==> config.mk <==
export PLATFORM = sky130hd
export DESIGN_NAME = pcrt_ram
export DESIGN_NICKNAME = d
export VERILOG_FILES = /design/src/rtl/core/per_channel_ratio_ema_tracker_defines.svh /design/src/rtl/core/pcrt_ram.sv
export SDC_FILE = /design/constraint.sdc
export NUM_CORES = 1
export LEC_CHECK = 0
export BUFFER_PORTS_ARGS = -buffer_cell sky130_fd_sc_hd__buf_2
export CAP_MARGIN = 20
export CORE_UTILIZATION = 60
export CTS_BUF_LIST = sky130_fd_sc_hd__clkbuf_4 sky130_fd_sc_hd__clkbuf_8 sky130_fd_sc_hd__clkbuf_16
export DETAILED_ROUTE_END_ITERATION = 6
export PLACE_DENSITY = 0.78
export SLEW_MARGIN = 20
export SYNTH_ARGS = -nofsm -noshare
export SYNTH_HDL_FRONTEND = slang
export SYNTH_SLANG_ARGS = --single-unit
==> constraint.sdc <==
create_clock -name clk -period 4.75 [get_ports clk]
set_input_delay 0 -clock clk [delete_from_list [all_inputs] [get_ports clk]]
set_output_delay 0 -clock clk [all_outputs]
set_load 0.01 [all_outputs]
==> src/rtl/core/per_channel_ratio_ema_tracker_defines.svh <==
// Assertion helpers for the ratio tracker. Both sample on clk and stay quiet while arst_n is low.
`ifndef PER_CHANNEL_RATIO_EMA_TRACKER_DEFINES_SVH
`define PER_CHANNEL_RATIO_EMA_TRACKER_DEFINES_SVH

// Same-cycle implication.
`define PCRT_ASSERT_HOLDS(label, ante, cons, msg) \
	label: assert property (@(posedge clk) disable iff (!arst_n) (ante) |-> (cons)) \
		else $error(msg);

// Next-cycle implication.
`define PCRT_ASSERT_NEXT(label, ante, cons, msg) \
	label: assert property (@(posedge clk) disable iff (!arst_n) (ante) |=> (cons)) \
		else $error(msg);

`endif

==> src/rtl/core/pcrt_ram.sv <==
`default_nettype none
module pcrt_ram #(
	parameter int WIDTH = 8,
	parameter int DEPTH = 16,
	localparam int AW = (DEPTH > 1) ? $clog2(DEPTH) : 1
) (
	input  wire logic             clk,
	input  wire logic             wr_en,
	input  wire logic [AW-1:0]    wr_addr,
	input  wire logic [WIDTH-1:0] wr_data,
	input  wire logic             rd_en,
	input  wire logic [AW-1:0]    rd_addr,
	output logic      [WIDTH-1:0] rd_data
);

	logic [WIDTH-1:0] mem [DEPTH];

	always_ff @(posedge clk) begin
		if (wr_en) begin
			mem[wr_addr] <= wr_data;
		end
		if (rd_en) begin
			rd_data <= mem[rd_addr];
		end
	end

endmodule
`default_nettype wire

==> summary.txt, run 1 <==
Timing
  – Final TNS setup: 0 ns
  – Slew Viols, Final: 0
  – Tmin final: 1.72 ns
  – Setup Skew: 0.00988 ns
  – Final count of hold timing violations: 0
  – Period utilization: 0.361
  – Fmax: 0.583 GHz
  – Final setup fails: 0
  – Worst rel slew slack: 0.233
  – Worst slew pin tran: 1.15 ns
  – Hold Worst Slack: 0.0239 ns
  – Unrepaired setup endpoints after global routing: false

Status
  – Status: finished clean

CTS
  – CTS Sinks: 136
  – Clk_lat worst skew: 0.51 ns
  – Post_cts resized: 0
  – Clock Pin Slew Worst Setup and Hold Paths: 0.06 ns
  – CTS max path bufs: 2
  – TritonCTS clock tree: done
  – Root Buffer: clkbuf_8
  – H-tree Lvls: 4
  – CTS buffer count: 17

Power
  – Peak VDD IR: 0.317 mV
  – PwrDens: 462 nW/um^2
  – Leakage Power: 0.00205 uW

Synthesis
  – Post-synthesis cell type count: 18
  – Syn Inst Count: 229
  – Syn_nets: 248
  – Leading post-synthesis cells by cell area: edfxtp_1 (78%), mux4_2 (7.8%), mux4_1 (7.0%)
  – Seq/Total Area, Yosys: 0.781
  – Flops & latches, synth: 136
  – Syn Area/Cell: 22.8 sq um
  – Area share of the largest cell type after synthesis: 0.781
  – Area leader, netlist: edfxtp_1
  – Synthesis Warnings: 0
  – Post-Synthesis Cell Area: 5230 sq um

Placed design
  – Post-DP HPWL: 5750 um
  – Port buffer count: 26
  – GPL Wtd Cong: 0.699

Cells and area
  – # diodes: 0
  – Nets: 294
  – P&R area growth vs syn: 17.5%
  – FILL cells: 476
  – Proportion of layout cells with a drive suffix above 1: 0.278

Global routing
  – Grt ovf: 0
  – Vias in the first global route: 2561
  – First-pass GRT wire length: 15000 um
  – Largest net degree at the start of global routing: 33
  – All-layer global routing usage: 0.251
  – Initial antenna violation count: 0

Floorplan
  – Die Y-Extent: 95.3 um
  – Initial Util: 0.627
  – Num ports: 27
  – Row cnt: 33
  – Total core area: 8340 sq um
  – Die Area: 9090 sq um
  – Die X: 95.3 um

Min path
  – Worst hold path class: input port to flop

Route
  – Routed WL: 10300 um
  – Vias: 2537
  – Vias/cell: 6.46
  – Drt drc: 0
  – First drt pass iteration count: 4
  – DRT antenna net count: 0
  – Post-DR wirelength/cell: 26.1 um
  – DR iter-0 viols: 306

Setup path
  – R2r endpoint: rd_data[6]
  – Crit start category: input port
  – Worst r2r src: mem[3][6]
  – Reg2Reg Depth: 3
  – CP endpoint kind: flop
  – CP cell instances: dlygate4sd3_1 -> buf_2 -> nand2b_1 -> nor2_1
  – CP required: 4.87 ns
  – Critical path's largest stage delay: 0.89 ns
  – Worst Setup EP: mem[13][5]
  – WP data arrival: 1.84 ns
  – Biggest fanout along the worst timing path: 8
  – Crit-path slowest cell: nor2_1
  – Setup Crit Path Kind: input port to flop
  – Origin of the worst setup path: wr_addr[1]
  – FF-to-FF setup slack: 3.19 ns

Job
  – Max-Cap Viols: 0
==> through the flow <==
step	cells	util	setup WS, ns	area (sq um)	power [uW]
detailed placement	351	0.650	2.63	5430	1500
global route	393	0.737	3.01	6140	2900
global placement	351	0.650	2.68	5420	1500
finish	393	0.737	3.03	6140	2840
floorplan	229	-	3.26	5230	1450
CTS	393	0.737	3.12	6140	2850
==> worst min-delay path by stage <==
stage / startpoint / endpoint / slack (ns) / depth (start not counted)
4_1_cts: wr_addr[0] / mem[4][7] / 0.0003 / 2
3_3_place_gp: wr_data[4] / mem[6][4] / 0.36 / 1
3_5_place_dp: rd_en / rd_data[0] / 0.38 / 1
2_1_floorplan: wr_data[0] / mem[0][0] / 0.1 / 0
5_1_grt: wr_addr[0] / mem[4][7] / 0.02 / 2
6_report: wr_addr[0] / mem[4][7] / 0.02 / 2
==> layout make-up <==
cell class | instances | area, sq um | area share
multi-input cells | 83 | 1070 | 0.175
well taps | 105 | 131 | 0.0214
clock buffers | 18 | 422 | 0.0686
flip-flops and latches | 136 | 4080 | 0.665
repair buffers | 37 | 238 | 0.0387
clock inverters | 14 | 198 | 0.0322
==> report_power, final <==
| part | internal (uW) | total (uW) | switching [uW] |
|---|---|---|---|
| Clock | 862 | 1360 | 493 |
| Sequential | 1350 | 1360 | 7.54 |
| Combinational | 52.2 | 125 | 73.3 |
| Total | 2270 | 2840 | 574 |
==> worst max-delay path, delay by kind of cell <==
kind                   cells  cell delay [ns]
buffers and inverters      2             0.72
AND/OR/NAND/NOR            2             1.11
==> flip-flops by register name, summed over array words and instances, names as in the netlist <==
register	cells
mem	128
rd_data	8
==> per-layer routing <==
layer  track usage  part of all wire  wire length [um]
met1         0.341              0.40              4100
met2         0.386              0.49              5080
met3        0.0518             0.082               838
met4         0.138             0.025               257
met5             0                 0                 0
==> logic make-up after synthesis <==
| group | share of synthesized area |
|---|---|
| buffers and inverters | 0.0165 |
| AO/OA/AOI/OAI | 0.0230 |
| flip-flops | 0.781 |
| multiplexers | 0.148 |
| AND/OR/NAND/NOR | 0.0314 |
==> cell usage in the layout (no fill, tap or decap), types with 2 or more instances in the layout <==
master         count
buf_2             26
clkinvlp_4         4
nor2_1            13
bufinv_16          4
nand2_1            9
mux4_1            14
nand3b_1           2
a22oi_1           16
inv_6              3
clkbuf_16         16
mux4_2            18
dlygate4sd3_1     10
nor3_2             3
edfxtp_1         136
clkinv_4           2
nand2b_1           2
==> what timing repair did <==
action | 4_1_cts | 5_1_grt
endpoints found under the setup margin | 0 | 0
hold buffers | 10 | 0
setup buffers | 0 | 0
hold endpoints to repair | 142 | 0
==> cells in the mapped netlist <==
master,count
edfxtp_1,136
mux4_2,18
a22oi_1,16
mux4_1,14
nor2_1,13
nand2_1,9
nor3_1,4
buf_2,3
buf_6,3
clkdlybuf4s25_2,3
nand2b_1,2
nand3b_1,2
and2_1,1
and2b_1,1
buf_4,1
nand3_1,1
nor2b_1,1
or3b_2,1
Power figures use the tool's default switching activity.
==> run 2, diff against run 1 <==
--- a/config.mk
+++ b/config.mk
@@ -7,10 +7,10 @@
 export LEC_CHECK = 0
 export BUFFER_PORTS_ARGS = -buffer_cell sky130_fd_sc_hd__buf_2
 export CAP_MARGIN = 20
-export CORE_UTILIZATION = 60
+export CORE_UTILIZATION = 54
 export CTS_BUF_LIST = sky130_fd_sc_hd__clkbuf_4 sky130_fd_sc_hd__clkbuf_8 sky130_fd_sc_hd__clkbuf_16
 export DETAILED_ROUTE_END_ITERATION = 6
-export PLACE_DENSITY = 0.78
+export PLACE_DENSITY = 0.74
 export SLEW_MARGIN = 20
 export SYNTH_ARGS = -nofsm -noshare
 export SYNTH_HDL_FRONTEND = slang
==> constraint.sdc (replaced) <==
create_clock -name clk -period 1.4 [get_ports clk]
set_input_delay 0 -clock clk [delete_from_list [all_inputs] [get_ports clk]]
set_output_delay 0 -clock clk [all_outputs]
set_load 0.01 [all_outputs]
==> summary.txt, run 2 (synthesis results as in run 1) <==
Min path
  – Worst hold path class: input port to flop
  – Hold wc startpoint: wr_addr[0]

Power
  – PwrDens: 1520 nW/um^2 (+230%)
  – Peak VDD IR: 0.668 mV (+110%)
  – Leakage Power: 0.00217 uW (+5.7%)

Status
  – Status: complete, but fails checks
  – Failing checks: setup timing

Cells and area
  – Top Registers: mem x128, rd_data x8
  – Storage cell area: 4080 sq um (unchanged)
  – Proportion of layout cells with a drive suffix above 1: 0.374 (+0.0964)
  – P&R area growth vs syn: 22.7%
  – Number of flip-flops in the largest register: 128 (unchanged)
  – Commonest non-fill, non-tap cell in the layout: edfxtp_1
  – Area of the multi-input gates: 1080 sq um (+0.58%)
  – Commonest non-fill, non-tap cells in the layout: edfxtp_1 (136), buf_2 (26), mux4_2 (25)
  – Top reg by flops: mem
  – Nets: 317 (+7.8%)
  – FILL cells: 574 (+21%)
  – # diodes: 0 (unchanged)

Route
  – DR iter-0 viols: 171 (-44%)
  – Drt drc: 0 (unchanged)
  – Vias/cell: 5.74 (-11%)
  – Vias: 2520 (-0.67%)
  – Post-DR wirelength/cell: 22.9 um (-12%)
  – DRT antenna net count: 0 (unchanged)
  – Routed WL: 10100 um (-1.9%)
  – First drt pass iteration count: 4 (unchanged)

Placed design
  – Port buffer count: 26 (unchanged)
  – Post-DP HPWL: 6020 um (+4.7%)
  – Place WS: -0.172 ns (-2.80 ns)
  – GPL Wtd Cong: 0.748 (+7.0%)

Floorplan
  – Row cnt: 35 (+6.1%)
  – Initial Util: 0.560 (-0.0663)
  – Die X: 100 um (+5.3%)
  – Die Area: 10100 sq um (+11%)
  – Die Y-Extent: 100 um (+5.3%)
  – Num ports: 27 (unchanged)
  – Total core area: 9330 sq um (+12%)

Global routing
  – First-pass GRT wire length: 15400 um (+2.3%)
  – Vias in the first global route: 2647 (+3.4%)
  – Initial antenna violation count: 0 (unchanged)
  – All-layer global routing usage: 0.227 (-0.0236)
  – Largest net degree at the start of global routing: 18 (-45%)
  – Grt ovf: 0 (unchanged)

CTS
  – CTS Sinks: 136 (unchanged)
  – CTS max path bufs: 2 (unchanged)
  – TritonCTS clock tree: done
  – Clk_lat worst skew: 0.51 ns (about the same)
  – Post CTS Setup Buffer Count: 0 (unchanged)
  – H-tree Lvls: 4 (unchanged)
  – CTS buffer count: 17 (unchanged)
  – Root Buffer: clkbuf_8
  – Clock Pin Slew Worst Setup and Hold Paths: 0.06 ns (about the same)

Timing
  – Slew Viols, Final: 0 (unchanged)
  – Unrepaired setup endpoints after global routing: true
  – Final setup fails: 3 (+3)
  – Setup WS post-layout: -0.0779 ns (-3.11 ns)
  – Worst rel slew slack: 0.681 (+0.448)
  – Hold Worst Slack: 0.0717 ns (+0.0478 ns)
  – Final count of hold timing violations: 0 (unchanged)
  – Period utilization: 1.06
  – Tmin final: 1.48 ns
  – Fmax: 0.677 GHz
  – Setup Skew: 0.00965 ns (-0.000225 ns)
  – Worst slew pin tran: 0.478 ns (-0.668 ns)

Setup path
  – Origin of the worst setup path: mem[11][7]
  – CP required: 1.64 ns (-3.23 ns)
  – WP data arrival: 1.72 ns (-0.12 ns)
  – FF-to-FF setup slack: -0.08 ns (-3.27 ns)
  – Setup Crit Path Kind: flop to flop
  – Crit start category: flop
  – CP endpoint kind: flop
  – Biggest fanout along the worst timing path: 1 (-7)
  – Worst r2r src: mem[11][7]

Job
  – Max-Cap Viols: 0 (unchanged)
[run 2: power by group]
part           switching, uW  total [uW]  internal (uW)
combinational            261         489            228
sequential              26.2        4620           4590
clock                   1590        4630           3040
total                   1880        9740           7860
[run 2: through the flow]
| step | power, uW | instances | cell area (sq um) | utilization | setup TNS, ns |
|---|---|---|---|---|---|
| after floorplan | 4930 | 229 | 5230 | - | 0 |
| after global placement | 5130 | 399 | 5690 | 0.610 | -0.691 |
| after detailed placement | 5150 | 399 | 5690 | 0.610 | -0.918 |
| after CTS | 9780 | 439 | 6420 | 0.688 | -0.160 |
| after global routing | 9990 | 439 | 6410 | 0.688 | -0.384 |
| final | 9740 | 439 | 6410 | 0.688 | -0.117 |
[run 2: layout make-up]
cell class	instances	share of cell area
multi-input cells	83	0.168
clock inverters	14	0.0322
well taps	129	0.0252
repair buffers	60	0.0733
clock buffers	17	0.0646
flip-flops and latches	136	0.637
[run 2: metal layers]
layer | vias to the layer above | part of all wire | global-route usage
li1 | 1110 | - | -
met1 | 1291 | 0.41 | 0.294
met5 | - | 0 | 0
met2 | 111 | 0.50 | 0.362
met3 | 8 | 0.070 | 0.0627
met4 | 0 | 0.012 | 0.107
[run 2: final timing paths]
check | end | depth (start not counted)
hold reg to reg | rd_data[0] | 3
setup reg to reg | rd_data[7] | 3
setup / recovery | rd_data[7] | 3
hold / removal | mem[0][7] | 3
[run 2: worst max-delay path, cell delays in order (launching register included)]
cell and delay (ns):
edfxtp_1 0.38, mux4_2 0.51, a22oi_2 0.22, nand2_1 0.10
[run 2: timing repair]
item	in CTS	in global routing
gates resized for setup	14	2
hold endpoints to repair	136	0
hold buffers	9	0
setup endpoints to repair	7	8
pin swaps	7	1
